[config.mk]
export PLATFORM = sky130hd
export DESIGN_NAME = brwi_ram
export DESIGN_NICKNAME = d
export VERILOG_FILES = /design/src/rtl/assert_macros.svh /design/src/rtl/brwi_ram.sv
export SDC_FILE = /design/constraint.sdc
export NUM_CORES = 2
export LEC_CHECK = 0
export BUFFER_PORTS_ARGS = -buffer_cell sky130_fd_sc_hd__buf_2
export CELL_PAD_IN_SITES_DETAIL_PLACEMENT = 0
export CELL_PAD_IN_SITES_GLOBAL_PLACEMENT = 1
export CORE_MARGIN = 5
export CORE_UTILIZATION = 40
export DETAILED_ROUTE_END_ITERATION = 8
export PLACE_DENSITY_LB_ADDON = 0.1
export SLEW_MARGIN = 25
export SYNTH_ARGS = -nofsm -noshare
export SYNTH_HDL_FRONTEND = slang
export SYNTH_SLANG_ARGS = --single-unit
[constraint.sdc]
create_clock -name aclk -period 11 [get_ports aclk]
set_input_delay 2.2 -clock aclk [delete_from_list [all_inputs] [get_ports aclk]]
set_output_delay 2.2 -clock aclk [all_outputs]
set_load 0.005 [all_outputs]
[src/rtl/assert_macros.svh]
// ----------------------------------------------------------------------------
// assert_macros.svh
// Assertion macros shared by the RTL; they compile away for synthesis.
// ----------------------------------------------------------------------------
`ifndef ASSERT_MACROS_SVH
`define ASSERT_MACROS_SVH

`ifndef SYNTHESIS

// The consequent must hold in the same cycle as the antecedent.
`define BRWI_ASSERT_IMPL(label, clk, rstn, ante, cons) \
    label: assert property (@(posedge clk) disable iff (!(rstn)) (ante) |-> (cons)) \
        else $error("assertion failed");

// The consequent must hold in the cycle after the antecedent.
`define BRWI_ASSERT_NEXT(label, clk, rstn, ante, cons) \
    label: assert property (@(posedge clk) disable iff (!(rstn)) (ante) |=> (cons)) \
        else $error("assertion failed");

// The expression must never be true.
`define BRWI_ASSERT_NEVER(label, clk, rstn, expr) \
    label: assert property (@(posedge clk) disable iff (!(rstn)) !(expr)) \
        else $error("assertion failed");

`else

`define BRWI_ASSERT_IMPL(label, clk, rstn, ante, cons)
`define BRWI_ASSERT_NEXT(label, clk, rstn, ante, cons)
`define BRWI_ASSERT_NEVER(label, clk, rstn, expr)

`endif

`endif

[src/rtl/brwi_ram.sv]
// ----------------------------------------------------------------------------
// brwi_ram
// Simple dual-port RAM: one write port, one read port with registered data.
// ----------------------------------------------------------------------------
module brwi_ram #(
    parameter int WIDTH = 32,
    parameter int DEPTH = 64
) (
    input  logic                     aclk,
    input  logic                     we,
    input  logic [$clog2(DEPTH)-1:0] waddr,
    input  logic [WIDTH-1:0]         wdata,
    input  logic [$clog2(DEPTH)-1:0] raddr,
    output logic [WIDTH-1:0]         rdata
);

    logic [WIDTH-1:0] mem [DEPTH];
    logic [WIDTH-1:0] rdata_reg;

    always_ff @(posedge aclk) begin
        if (we) begin
            mem[waddr] <= wdata;
        end
        rdata_reg <= mem[raddr];
    end

    assign rdata = rdata_reg;

endmodule

* After elaboration in Yosys (flattened, before gate mapping) *
Memories as Yosys holds them, arrays and structs flattened. A register that Yosys moved wholly into a read port is not among the register bits.
Cells that the tools add are included.

operators by class
  equal/unequal tests = 0
  div/mod/pow operators = 0
  bitwise operators = 0
  multiply operators = 0
  reduce and logical (&&, ||, !) cells = 0
  $add $sub $neg = 0
  shifts and indexed selects = 0
  $lt $le $gt $ge = 0
  multiplexer cells = 2

operators with widths
  cell     number
  $mux W1  2

word-level totals
  memory bits (read-only) = 0
  logic and storage cells = 3
  latch bits = 0
  RAM bits = 2048
  memories = 1
  register bits after elaboration = 0
  bits of input ports = 46
  output and inout bits = 32

memory list
  memory  words  width  read ports  clocked after memory_dff  wr ports  RTL line        text
  mem     64     32     1           1                         1         brwi_ram.sv:17  logic [WIDTH-1:0] mem [DEPTH];

* Longest topological paths before layout *
  word-level depth = 2
  gate-level depth with buffers = 10
  mapped depth without buffers = 5

* Worst setup path before layout *
Ideal clock, no wire load.

  kind = input to register
  start point = in waddr[3]
  end point = mem mem[48][0], enable pin
  data arrival time = 4.899 ns
  slack = 5.640 ns
  setup time = 0.461 ns
  stages on the path = 4
  data required time = 10.539 ns
  path buffers = 1
  path through = clkbuf_1 > nor2b_1 > nand4b_1 > nor3_1

RTL lines
  what             RTL line        text
  start, declared  brwi_ram.sv:11  input logic [$clog2(DEPTH)-1:0] waddr,
  end, declared    brwi_ram.sv:17

Straight into the memory's write port.

==> results.py <==
metrics = {
    "run_status": {
        "outcome": "finished clean",
    },
    "floorplanning": {
        "start_util": 0.402,
        "die_h_um": 453,
        "dieArea_sq_um": 205000,
        "die_width_um": 453,
        "ioPinCount": 78,
        "core_area_sq_um": 195000,
        "rows": 162,
    },
    "timing": {
        "fin_ws_ns": 5.29,
        "fin_crit_sh": 0.519,
        "slew_viol_final": 0,
        "max_clock_freq_mhz": 175,
        "worstMarginPinSlew_ns": 0.984,
        "hold_viol_final": 0,
        "setup-tns-final_ns": 0,
        "fin_crit_ns": 5.71,
        "rsz0062_at_grt": "false",
        "slew_headroom": 0.342,
        "clock_skew_ns": 0.0223,
        "setup_violations": 0,
    },
    "setup_path": {
        "path_max_fanout": 99,
        "cpPeakStageDelay_ns": 0.62,
        "crit_slowest_cell": "buf_12",
        "r2r-end": "rdata[9]",
        "crit_arrival_ns": 6.40,
        "cp_cell_sequence": "buf_8 -> buf_12 -> buf_16 -> buf_12 -> mux4_2 -> mux4_2 -> o22ai_2 -> nor2_1",
        "critPathLaunch": "raddr[0]",
        "required_ns": 11.69,
        "cp-endpoint": "rdata[11]",
        "rrSetupSlack_ns": 8.71,
        "crit_type": "input port to register",
        "rr_startpoint": "mem[15][9]",
        "crit_path_start_kind": "input port",
        "rr_worst_depth": 4,
        "end_kind": "register",
    },
    "synthesis": {
        "synth_edf_count": 2048,
        "synth.area.top_cells": "edfxtp_1 (78%), mux4_2 (16%), mux2i_1 (1.2%)",
        "synth_cells": 3324,
        "yosysTopAreaCell": "edfxtp_1",
        "avgSynthCellArea_sq_um": 23.6,
        "async_reset_ff_frac": 0,
        "netlist-cell-type-count": 34,
        "synth-main-ff-cell": "edfxtp_1",
        "yosysWarnings": 0,
        "synth-seq-cells": 2080,
        "yosysSeqAreaShare": 0.791,
        "synth_nets": 3370,
        "synth.top_cell.area_share": 0.783,
        "synth_area_sq_um": 78500,
    },
    "global_route": {
        "grt_util_all_layers": 0.214,
        "grt_start_max_net_pins": 118,
        "grt_pass1_vias": 38000,
        "grt_pass1_wl_um": 304000,
        "antenna_found_initial": 12,
        "grt_remaining_overflow": 0,
    },
    "placed_design": {
        "post-dp-hpwl_um": 113000,
        "portBuffers": 77,
        "gp_congestion": 0.730,
        "pre_cts_ws_ns": 4.31,
        "dp.cells": 5945,
    },
    "finish": {
        "nets": 3588,
        "drive_above_1_share": 0.299,
        "final_common_cell": "edfxtp_1",
        "syn_to_final_growth_pct": 14.5,
        "largest_reg_flops": 2048,
        "final_util": 0.460,
        "layout.cells.non_filler": 6349,
        "final_cell_mix": "edfxtp_1 (2,048), mux4_2 (544), clkbuf_16 (222), buf_4 (124), mux2i_1 (93)",
    },
    "power_and_ir_drop": {
        "p_leak_nw": 27.8,
        "intPower_mw": 13.3,
        "combPwrFrac": 0.046,
        "seqPwrFrac": 0.524,
        "irDropWorstVdd_mv": 0.160,
        "sw_frac_of_total": 0.207,
        "pwr_density_cell_nw_per_um2": 187,
        "pwr-share-clk": 0.430,
        "finalPower_mw": 16.8,
        "p_sw_mw": 3.49,
    },
    "cts": {
        "hold_buffers": 0,
        "post_cts_buffers": 0,
        "clockRootBuffer": "clkbuf_16",
        "cts_tree": "done",
        "clk_latency_ns": 0.83,
        "path_clk_slew_ns": 0.06,
        "htree_levels": 4,
        "numCtsBuffers": 217,
        "clock_path_buffers": 3,
        "cts_resized": 0,
        "cts_sinks": 2080,
    },
    "run": {
        "maxCapViolations": 0,
    },
    "routing": {
        "vias": 36600,
        "drtIter0Drc": 3522,
        "avgViaCountPerCell": 5.76,
        "dr.pass1.iters": 6,
        "avgRoutedWirePerCell_um": 34.5,
        "drtAntennaViolNets": 0,
        "route.detailed.drc": 0,
        "wl_um": 219000,
    },
    "min_path": {
        "hold_class": "register to register",
    },
}
## worst min-delay path by stage
stage,start,to,cells past startpoint
floorplan,mem[12][17],rdata[17],4
global placement,mem[12][17],rdata[17],4
detailed placement,mem[12][20],rdata[20],4
CTS,mem[12][20],rdata[20],4
global route,mem[28][17],rdata[17],4
finish,mem[12][20],rdata[20],4
## routing by layer
| layer | up-vias | global-route usage | wire length [um] |
|---|---|---|---|
| li1 | 14700 | - | - |
| met1 | 20300 | 0.304 | 93600 |
| met2 | 1241 | 0.352 | 108000 |
| met3 | 270 | 0.0314 | 13200 |
| met4 | 4 | 0.0513 | 4530 |
| met5 | - | 0 | 25 |
## critical path, delay by kind of cell
kind	cells	cell delay (ns)
buffers and inverters	4	1.97
multiplexers	2	1.13
AO/OA/AOI/OAI	1	0.57
AND/OR/NAND/NOR	1	0.11
## logic make-up (layout without fill, tap and decap cells)
group | after synthesis | in the layout | synth area share
flip-flops | 2080 | 2080 | 0.791
multiplexers | 637 | 637 | 0.168
AND/OR/NAND/NOR | 223 | 223 | 0.0127
AO/OA/AOI/OAI | 202 | 202 | 0.0167
buffers and inverters | 182 | 580 | 0.0113
other | 0 | 3 | 0
## final cells by class
type | count | area, sq um
antenna | 3 | 7.51
tap | 2624 | 3280
multi-input combinational | 1062 | 16000
sequential | 2080 | 62100
clock inverter | 107 | 1080
fill | 16000 | 105000
timing repair buffer | 181 | 1380
clock buffer | 292 | 6000
## Yosys cell counts (4+ instances only)
| cell | count |
|---|---|
| buf_6 | 5 |
| a22oi_1 | 12 |
| buf_4 | 25 |
| o32ai_1 | 4 |
| dfxtp_1 | 32 |
| nand2b_1 | 8 |
| clkbuf_1 | 74 |
| edfxtp_1 | 2048 |
| o22ai_1 | 84 |
| mux2i_1 | 93 |
| buf_2 | 57 |
| nand2_1 | 26 |
| nor2_1 | 137 |
| nand3b_1 | 5 |
| mux4_2 | 544 |
| buf_1 | 21 |
| nor3_1 | 7 |
| a311oi_1 | 8 |
| a21oi_1 | 62 |
| o221ai_1 | 27 |
| and3_1 | 4 |
| nor2b_1 | 15 |
| a41o_1 | 4 |
| nand3_1 | 5 |
## metrics by stage
stage               hold WS, ns  instance area, sq um
floorplan                 0.663                 78500
detailed placement        0.722                 82700
CTS                       0.734                 89700
global route              0.797                 89900
finish                    0.737                 89900
global placement          0.724                 82700
## power by group through the flow
| stage | Combinational (mW) | Sequential [mW] | Clock (mW) |
|---|---|---|---|
| 6_report | 0.765 | 8.82 | 7.24 |
| 5_1_grt | 0.820 | 8.82 | 7.74 |
| 4_1_cts | 0.784 | 8.82 | 7.40 |
| 3_5_place_dp | 0.782 | 8.99 | 0 |
| 3_3_place_gp | 0.767 | 8.99 | 0 |
| 2_1_floorplan | 0.427 | 8.96 | 0 |
Note: power is estimated with default switching activity, not from simulation.
