## src/rtl/assert_macros.svh

```systemverilog
// ----------------------------------------------------------------------------
// assert_macros.svh
// Assertion macros shared by the RTL; they compile away for synthesis.
// ----------------------------------------------------------------------------
`ifndef ASSERT_MACROS_SVH
`define ASSERT_MACROS_SVH

`ifndef SYNTHESIS

// The consequent must hold in the same cycle as the antecedent.
`define BRWI_ASSERT_IMPL(label, clk, rstn, ante, cons) \
    label: assert property (@(posedge clk) disable iff (!(rstn)) (ante) |-> (cons)) \
        else $error("assertion failed");

// The consequent must hold in the cycle after the antecedent.
`define BRWI_ASSERT_NEXT(label, clk, rstn, ante, cons) \
    label: assert property (@(posedge clk) disable iff (!(rstn)) (ante) |=> (cons)) \
        else $error("assertion failed");

// The expression must never be true.
`define BRWI_ASSERT_NEVER(label, clk, rstn, expr) \
    label: assert property (@(posedge clk) disable iff (!(rstn)) !(expr)) \
        else $error("assertion failed");

`else

`define BRWI_ASSERT_IMPL(label, clk, rstn, ante, cons)
`define BRWI_ASSERT_NEXT(label, clk, rstn, ante, cons)
`define BRWI_ASSERT_NEVER(label, clk, rstn, expr)

`endif

`endif

```

## src/rtl/brwi_pkg.sv

```systemverilog
// ----------------------------------------------------------------------------
// brwi_pkg
// Shared constants and types of the beat rate window interpolator.
// ----------------------------------------------------------------------------
package brwi_pkg;

    // Defaults of the top level parameters.
    localparam int DEF_RESAMPLE_RATE = 4;
    localparam int DEF_MAX_BEATS     = 256;
    localparam int DEF_MAX_OUT       = 64;

    // Field widths.
    localparam int BEAT_W  = 24;
    localparam int VALUE_W = 24;
    localparam int IDX_W   = 6;
    localparam int WS_W    = 5;
    localparam int RATE_W  = 13;
    localparam int CFG_IDX_W = 8;

    // Arithmetic widths.
    localparam int POS_W = 32;
    localparam int CNT_W = 32;
    localparam int SUM_W = 40;
    localparam int DIV_W = 64;

    localparam logic [CNT_W-1:0]   ONE_Q16   = 32'h0001_0000;
    localparam logic [VALUE_W-1:0] VALUE_MAX = 24'hFF_FFFF;

    // Reset values of the configuration registers.
    localparam logic [WS_W-1:0]   WS_RESET   = 5'd16;
    localparam logic [RATE_W-1:0] RATE_RESET = 13'd250;

    typedef enum logic [CFG_IDX_W-1:0] {
        CFG_WINDOW_SECONDS = 8'd0,
        CFG_INPUT_RATE     = 8'd1
    } cfg_idx_t;

endpackage

```

## src/rtl/brwi_div.sv

```systemverilog
// ----------------------------------------------------------------------------
// brwi_div
// Radix-2 restoring divider, one quotient bit per cycle.
// ----------------------------------------------------------------------------
module brwi_div #(
    parameter int W = brwi_pkg::DIV_W
) (
    input  logic         aclk,
    input  logic         aresetn,
    input  logic         start,
    input  logic [W-1:0] num,
    input  logic [W-1:0] den,
    output logic         done,
    output logic [W-1:0] quo
);

    localparam int SW = $clog2(W + 1);

    logic          busy_reg, busy_next;
    logic          done_reg, done_next;
    logic [SW-1:0] cnt_reg, cnt_next;
    logic [W-1:0]  rem_reg, rem_next;
    logic [W-1:0]  quo_reg, quo_next;
    logic [W-1:0]  den_reg, den_next;
    logic [W:0]    shifted;
    logic [W:0]    trial;

    assign shifted = {rem_reg, quo_reg[W-1]};
    assign trial   = shifted - {1'b0, den_reg};

    always_comb begin
        busy_next = busy_reg;
        done_next = 1'b0;
        cnt_next  = cnt_reg;
        rem_next  = rem_reg;
        quo_next  = quo_reg;
        den_next  = den_reg;
        if (start) begin
            busy_next = 1'b1;
            cnt_next  = SW'(W);
            rem_next  = '0;
            quo_next  = num;
            den_next  = den;
        end else if (busy_reg) begin
            // The remainder stays below the divisor, so W bits hold it.
            if (!trial[W]) begin
                rem_next = trial[W-1:0];
                quo_next = {quo_reg[W-2:0], 1'b1};
            end else begin
                rem_next = shifted[W-1:0];
                quo_next = {quo_reg[W-2:0], 1'b0};
            end
            cnt_next = cnt_reg - SW'(1);
            if (cnt_reg == SW'(1)) begin
                busy_next = 1'b0;
                done_next = 1'b1;
            end
        end
    end

    always_ff @(posedge aclk) begin
        if (!aresetn) begin
            busy_reg <= 1'b0;
            done_reg <= 1'b0;
            cnt_reg  <= '0;
        end else begin
            busy_reg <= busy_next;
            done_reg <= done_next;
            cnt_reg  <= cnt_next;
        end
        rem_reg <= rem_next;
        quo_reg <= quo_next;
        den_reg <= den_next;
    end

    assign done = done_reg;
    assign quo  = quo_reg;

endmodule

```

## config.mk

```make
export PLATFORM = sky130hd
export DESIGN_NAME = brwi_div
export DESIGN_NICKNAME = d
export VERILOG_FILES = /design/src/rtl/assert_macros.svh /design/src/rtl/brwi_pkg.sv /design/src/rtl/brwi_div.sv
export SDC_FILE = /design/constraint.sdc
export NUM_CORES = 1
export LEC_CHECK = 0
export ABC_AREA = 1
export BUFFER_PORTS_ARGS = -buffer_cell sky130_fd_sc_hd__clkbuf_2
export CAP_MARGIN = 10
export CORE_MARGIN = 2
export CORE_UTILIZATION = 59
export DETAILED_ROUTE_END_ITERATION = 16
export PLACE_DENSITY = 0.87
export SYNTH_ARGS = -nofsm -noshare
export SYNTH_HDL_FRONTEND = slang
export SYNTH_SLANG_ARGS = --single-unit
```

## constraint.sdc

```tcl
create_clock -name aclk -period 3.2 [get_ports aclk]
set_input_delay 0.16 -clock aclk [delete_from_list [all_inputs] [get_ports aclk]]
set_output_delay 0.16 -clock aclk [all_outputs]
set_load 0.03 [all_outputs]
```

# Yosys cells after proc, flatten, opt, wreduce, memory -nomap -nowiden
# Index checks and enable logic that the tools add are counted.
# word_totals
elab_cells	25
reg_bits	201
out_inout_bits	65
input_bits	131
# op_classes
n_bitwise	2
mux	10
n_reduce_logical	3
add_sub_neg	2
eq_ne	1
# ops
cell	count
64-bit two-way mux	3
65-bit by 64-bit subtractor with 65-bit output	1
7-bit two-way mux	2
7-bit by 1-bit equality test with 1-bit output, second input constant	1
7-bit by 1-bit subtractor with 7-bit output, second input constant	1
1-bit two-way mux	5
3-bit OR reduction	1
1-bit NOT	2
2-bit nonzero test	1
2-bit OR reduction	1

# Longest topological paths before layout
# logic_depth
depth_word	4
depth_mapped	21
mapped_depth_nobuf	19

# Worst setup path before layout
# No wires, ideal clock.
# synth_timing
path_kind	reg-to-reg
start	register quo_reg[63], in the netlist quo[63]
end	register quo_reg[0], in the netlist quo[0] (data pin)
period_less_slack_ps	2678
path_buffers	2
t_arrival_ps	2413
required_ps	2934
path_stages_with_launch	20
setup_ps	266
setup_slack_ps	522
cell_sequence	edfxtp_1 > inv_1 > ha_1 > fa_1 > inv_1 > nand2_1 > nand2_1 > nand3_1 > nand2_2 > nand2_1 > nand2_2 > nand2_1 > nand2_2 > nand2_2 > nand2_2 > nand2_1 > nand2_2 > buf_6 > buf_6 > o21ai_1
# synth_between
elab_chain_cells	4
# synth_rtl
element	line_no	rtl
start, declared	brwi_div.sv:23	logic [W-1:0] quo_reg, quo_next;
start signal, assigned	brwi_div.sv:72	quo_reg <= quo_next;
65-bit by 64-bit subtractor with 65-bit output	brwi_div.sv:29	assign trial = shifted - {1'b0, den_reg};
1-bit two-way mux	brwi_div.sv:46	if (!trial[W]) begin
64-bit two-way mux	brwi_div.sv:44	end else if (busy_reg) begin
64-bit two-way mux	brwi_div.sv:38	if (start) begin
named net quo_next[0]	brwi_div.sv:23	
# The timed path passes the listed nets, and every way through them passes these cells. The select of a mux whose other input is x is not followed.
# A chain may end at the register's enable or synchronous reset.

# Worst setup path after layout
# layout_timing
start	register quo_reg[63], in the netlist quo[63]
end	register rem_reg[4]
# layout_between
elab_chain_cells	2
# layout_rtl
element	line_no	rtl
65-bit by 64-bit subtractor with 65-bit output	brwi_div.sv:29	
64-bit two-way mux	brwi_div.sv:46	
end signal, assigned	brwi_div.sv:71	rem_reg <= rem_next;
end, declared	brwi_div.sv:22	logic [W-1:0] rem_reg, rem_next;
# No other way between the ends.

==> metrics.log <==
[metrics] outcome: finished clean
[metrics] standard cell core area: 24200 um^2
[metrics] Static Leakage: 10.2 nW
[metrics] Crit Path Category: flip-flop to flip-flop
[metrics] via count of the first global-routing pass: 15000
[metrics] post-route non-filler standard cell count: 2949
[metrics] power density over the cells: 392 nW/um^2
[metrics] Area growth, synth to finish: 23.1%
[metrics] count of cell types in the netlist: 35
[metrics] die span in y: 160 um
[metrics] syn_nets: 2490
[metrics] overflow left after global routing: 0
[metrics] endpoints failing setup: 0
[metrics] routed wire length: 51100 um
[metrics] Synth Flop Type: sky130_fd_sc_hd__edfxtp_1
[metrics] Sink Count: 201
[metrics] fraction of final layout cells sized beyond drive strength 1: 10.5%
[metrics] drc violations: 0
[metrics] via-per-instance ratio: 5.29
[metrics] clock transition at the registers of the reported paths: 0.06 ns
[metrics] violation count after the first detailed-route iteration: 1814
[metrics] mean cell area of the mapped netlist: 6.30 um^2
[metrics] most common cell after layout, fill and taps aside: sky130_fd_sc_hd__nand2_1
[metrics] mean routed wirelength per cell: 17.3 um
[metrics] number of maximum-capacitance violations: 0
[metrics] Die Outline Area: 25700 um^2
[metrics] Post-CTS Resized: 0
[metrics] cell at the root of the clock tree: sky130_fd_sc_hd__clkbuf_16
[metrics] clk_lat worst skew: 0.54 ns
[metrics] maximum root-to-sink buffer count: 3
[metrics] global-route wire length before repair: 79800 um
[metrics] element type at the critical path end: flip-flop
[metrics] worst setup slack after layout: 0.252 ns
[metrics] number of enable flip-flop cells after synthesis: 128
[metrics] weighted congestion at the end of routability-driven global placement: 0.993
[metrics] combinational fraction of design power: 16.9%
[metrics] flip-flop and latch count after synthesis: 201
[metrics] Max IR drop VDD: 0.366 mV
[metrics] dominant cell type by area after synthesis: sky130_fd_sc_hd__nand2_1
[metrics] setup repair after global routing missed its margin: false
[metrics] clk_skew: 0.0143 ns
[metrics] total count of hold-check failures in the final report: 0
[metrics] pin count of the biggest net entering global routing: 77
[metrics] fraction of power consumed by sequential logic: 43.8%
[metrics] number of antenna violations at the first check in global routing: 3
[metrics] post-detailed-route count of antenna-violating nets: 0
[metrics] Worst-Margin Slew: 0.926 ns
[metrics] normalized max-slew margin: 38.3%
[metrics] number of cell rows: 57
[metrics] post-synth top area share: 27.8%
[metrics] data arrival time of the worst path: 3.36 ns
[metrics] clock tree from TritonCTS: built
[metrics] required time reported for the critical path endpoint: 3.61 ns
[metrics] launch point of the worst path: quo[63]
[metrics] cell types occupying the most area after synthesis: sky130_fd_sc_hd__nand2_1 28%, sky130_fd_sc_hd__edfxtp_1 27%, sky130_fd_sc_hd__inv_1 13%
[metrics] cell internal power dissipation: 4.94 mW
[metrics] switching share of total power: 29.1%
[metrics] fin crit share: 92.1%
[metrics] async set or reset register ratio after synthesis: 0%
[metrics] initial core utilization: 59.7%
[metrics] global-route total usage across every layer: 39.3%
[metrics] buffers added on ports: 195
[metrics] Layout Utilization: 73.5%
[metrics] worst flop-to-flop path startpoint: quo[63]
[metrics] final period demand of the worst path: 2.95 ns
[metrics] vias: 15600
[metrics] TritonCTS Buffers: 22
[metrics] worst min-delay path startpoint: start
[metrics] kind of start point of the critical path: flip-flop
[metrics] setup slack after placement: 0.403 ns
[metrics] DP HPWL: 34100 um
[metrics] commonest non-fill, non-tap cells in the layout: 1069 x sky130_fd_sc_hd__nand2_1, 493 x sky130_fd_sc_hd__inv_1, 194 x sky130_fd_sc_hd__clkbuf_2
[metrics] number of detailed-route iterations in the first pass: 9
[metrics] number of top-level pins: 196
[metrics] power share of the clock group: 39.3%
[metrics] cell count after synthesis: 2292
[metrics] net switching power figure: 2.03 mW
[metrics] summed instance area of the synthesized netlist: 14400 um^2
[metrics] warning count from the yosys run: 0
[metrics] Fin Setup TNS: 0 ns
[metrics] Max Clock Freq: 339 MHz
[metrics] maximum fanout encountered on the critical timing path: 57
[metrics] share of the yosys chip area belonging to registers: 36.7%
[metrics] number of slew-limit violations in the final report: 0
[metrics] Final nets: 2805
[metrics] H-tree depth reported by CTS: 1
[metrics] path class of the lowest-slack min-delay path: primary input to flip-flop
[metrics] total instance count after detailed placement: 2778
[metrics] horizontal die dimension: 160 um
cells in the mapped netlist (2+ instances only):
cell                          n
sky130_fd_sc_hd__xnor2_1     25
sky130_fd_sc_hd__nor2_1     103
sky130_fd_sc_hd__nand2_2     15
sky130_fd_sc_hd__nor2_4       3
sky130_fd_sc_hd__ha_1        66
sky130_fd_sc_hd__nand3b_1     2
sky130_fd_sc_hd__nor2_2       7
sky130_fd_sc_hd__inv_2        5
sky130_fd_sc_hd__and2_1       2
sky130_fd_sc_hd__buf_2        3
sky130_fd_sc_hd__nand2_1   1069
sky130_fd_sc_hd__xor2_1       8
sky130_fd_sc_hd__clkinv_1     2
sky130_fd_sc_hd__nand4_1     12
sky130_fd_sc_hd__buf_6        8
sky130_fd_sc_hd__buf_4        2
sky130_fd_sc_hd__clkbuf_1    25
sky130_fd_sc_hd__and3_1       2
sky130_fd_sc_hd__nor3_1      22
sky130_fd_sc_hd__a21oi_1     55
sky130_fd_sc_hd__dfxtp_1     73
sky130_fd_sc_hd__inv_1      495
sky130_fd_sc_hd__o21ai_0     14
sky130_fd_sc_hd__buf_1        3
sky130_fd_sc_hd__nand3_1    134
sky130_fd_sc_hd__edfxtp_1   128
what timing repair did:
action | 4_1_cts | 5_1_grt
hold endpoints to repair | 130 | 0
hold buffers | 129 | 0
setup buffers | 0 | 0
cell type report:
class | count | area (um^2)
inverter | 502 | 1880
multi-input combinational | 1548 | 7040
tap | 324 | 405
clock inverter | 11 | 160
fill | 1800 | 6400
sequential | 201 | 5310
clock buffer | 28 | 603
antenna | 3 | 7.51
timing repair buffer | 332 | 2370
stage by stage:
step,hold slack (ns),total power [mW],instance area [um^2]
2_1_floorplan,0.259,3.70,14400
3_3_place_gp,0.336,4.04,15700
3_5_place_dp,0.339,4.06,15700
4_1_cts,0.213,6.86,17800
5_1_grt,0.240,7.14,17800
6_report,0.216,6.97,17800
logic make-up after synthesis:
kind of cell,Yosys count,share of synthesized area [%]
compound gates,74,2.65
simple gates,1374,38.1
flops,201,36.7
fa+ha+maj,67,5.86
buf+inv,543,14.6
xor+xnor,33,2.00
worst paths after layout:
kind / end / slack (ns) / depth (start not counted)
hold / removal: den_reg[47] / 0.22 / 1
hold reg to reg: rem_reg[52] / 0.48 / 2
setup / recovery: rem_reg[4] / 0.25 / 20
setup reg to reg: rem_reg[4] / 0.25 / 20
power by group through the flow:
stage               combinational, mW  sequential, mW  clock (mW)
global route                     1.26            3.06        2.82
detailed placement              0.983            3.08           0
finish                           1.18            3.05        2.74
global placement                0.958            3.08           0
CTS                              1.11            3.03        2.71
floorplan                       0.464            3.24           0
routing by layer:
metal,vias to the layer above,part of all wire [%],track usage (%)
met5,-,0,0
met4,0,5.7,18.7
met3,199,9.3,6.04
met2,970,46,67.0
met1,6945,39,49.0
li1,7488,-,-
worst max-delay path, stage by stage, from the launching register on:
cell and delay [ns]:
sky130_fd_sc_hd__edfxtp_1 0.35, sky130_fd_sc_hd__inv_1 0.07, sky130_fd_sc_hd__ha_1 0.22, sky130_fd_sc_hd__fa_1 0.42
sky130_fd_sc_hd__inv_1 0.10, sky130_fd_sc_hd__nand2_1 0.05, sky130_fd_sc_hd__nand2_1 0.08, sky130_fd_sc_hd__nand3_1 0.08
sky130_fd_sc_hd__nand2_2 0.11, sky130_fd_sc_hd__nand2_1 0.07, sky130_fd_sc_hd__nand2_2 0.09, sky130_fd_sc_hd__nand2_1 0.07
sky130_fd_sc_hd__nand2_2 0.08, sky130_fd_sc_hd__nand2_2 0.09, sky130_fd_sc_hd__nand2_2 0.10, sky130_fd_sc_hd__nand2_4 0.09
sky130_fd_sc_hd__nand2_2 0.09, sky130_fd_sc_hd__buf_12 0.27, sky130_fd_sc_hd__nand2_1 0.11, sky130_fd_sc_hd__nand3_1 0.15
sky130_fd_sc_hd__nand2_1 0.10
No activity file was read; power rests on OpenSTA's default activity.
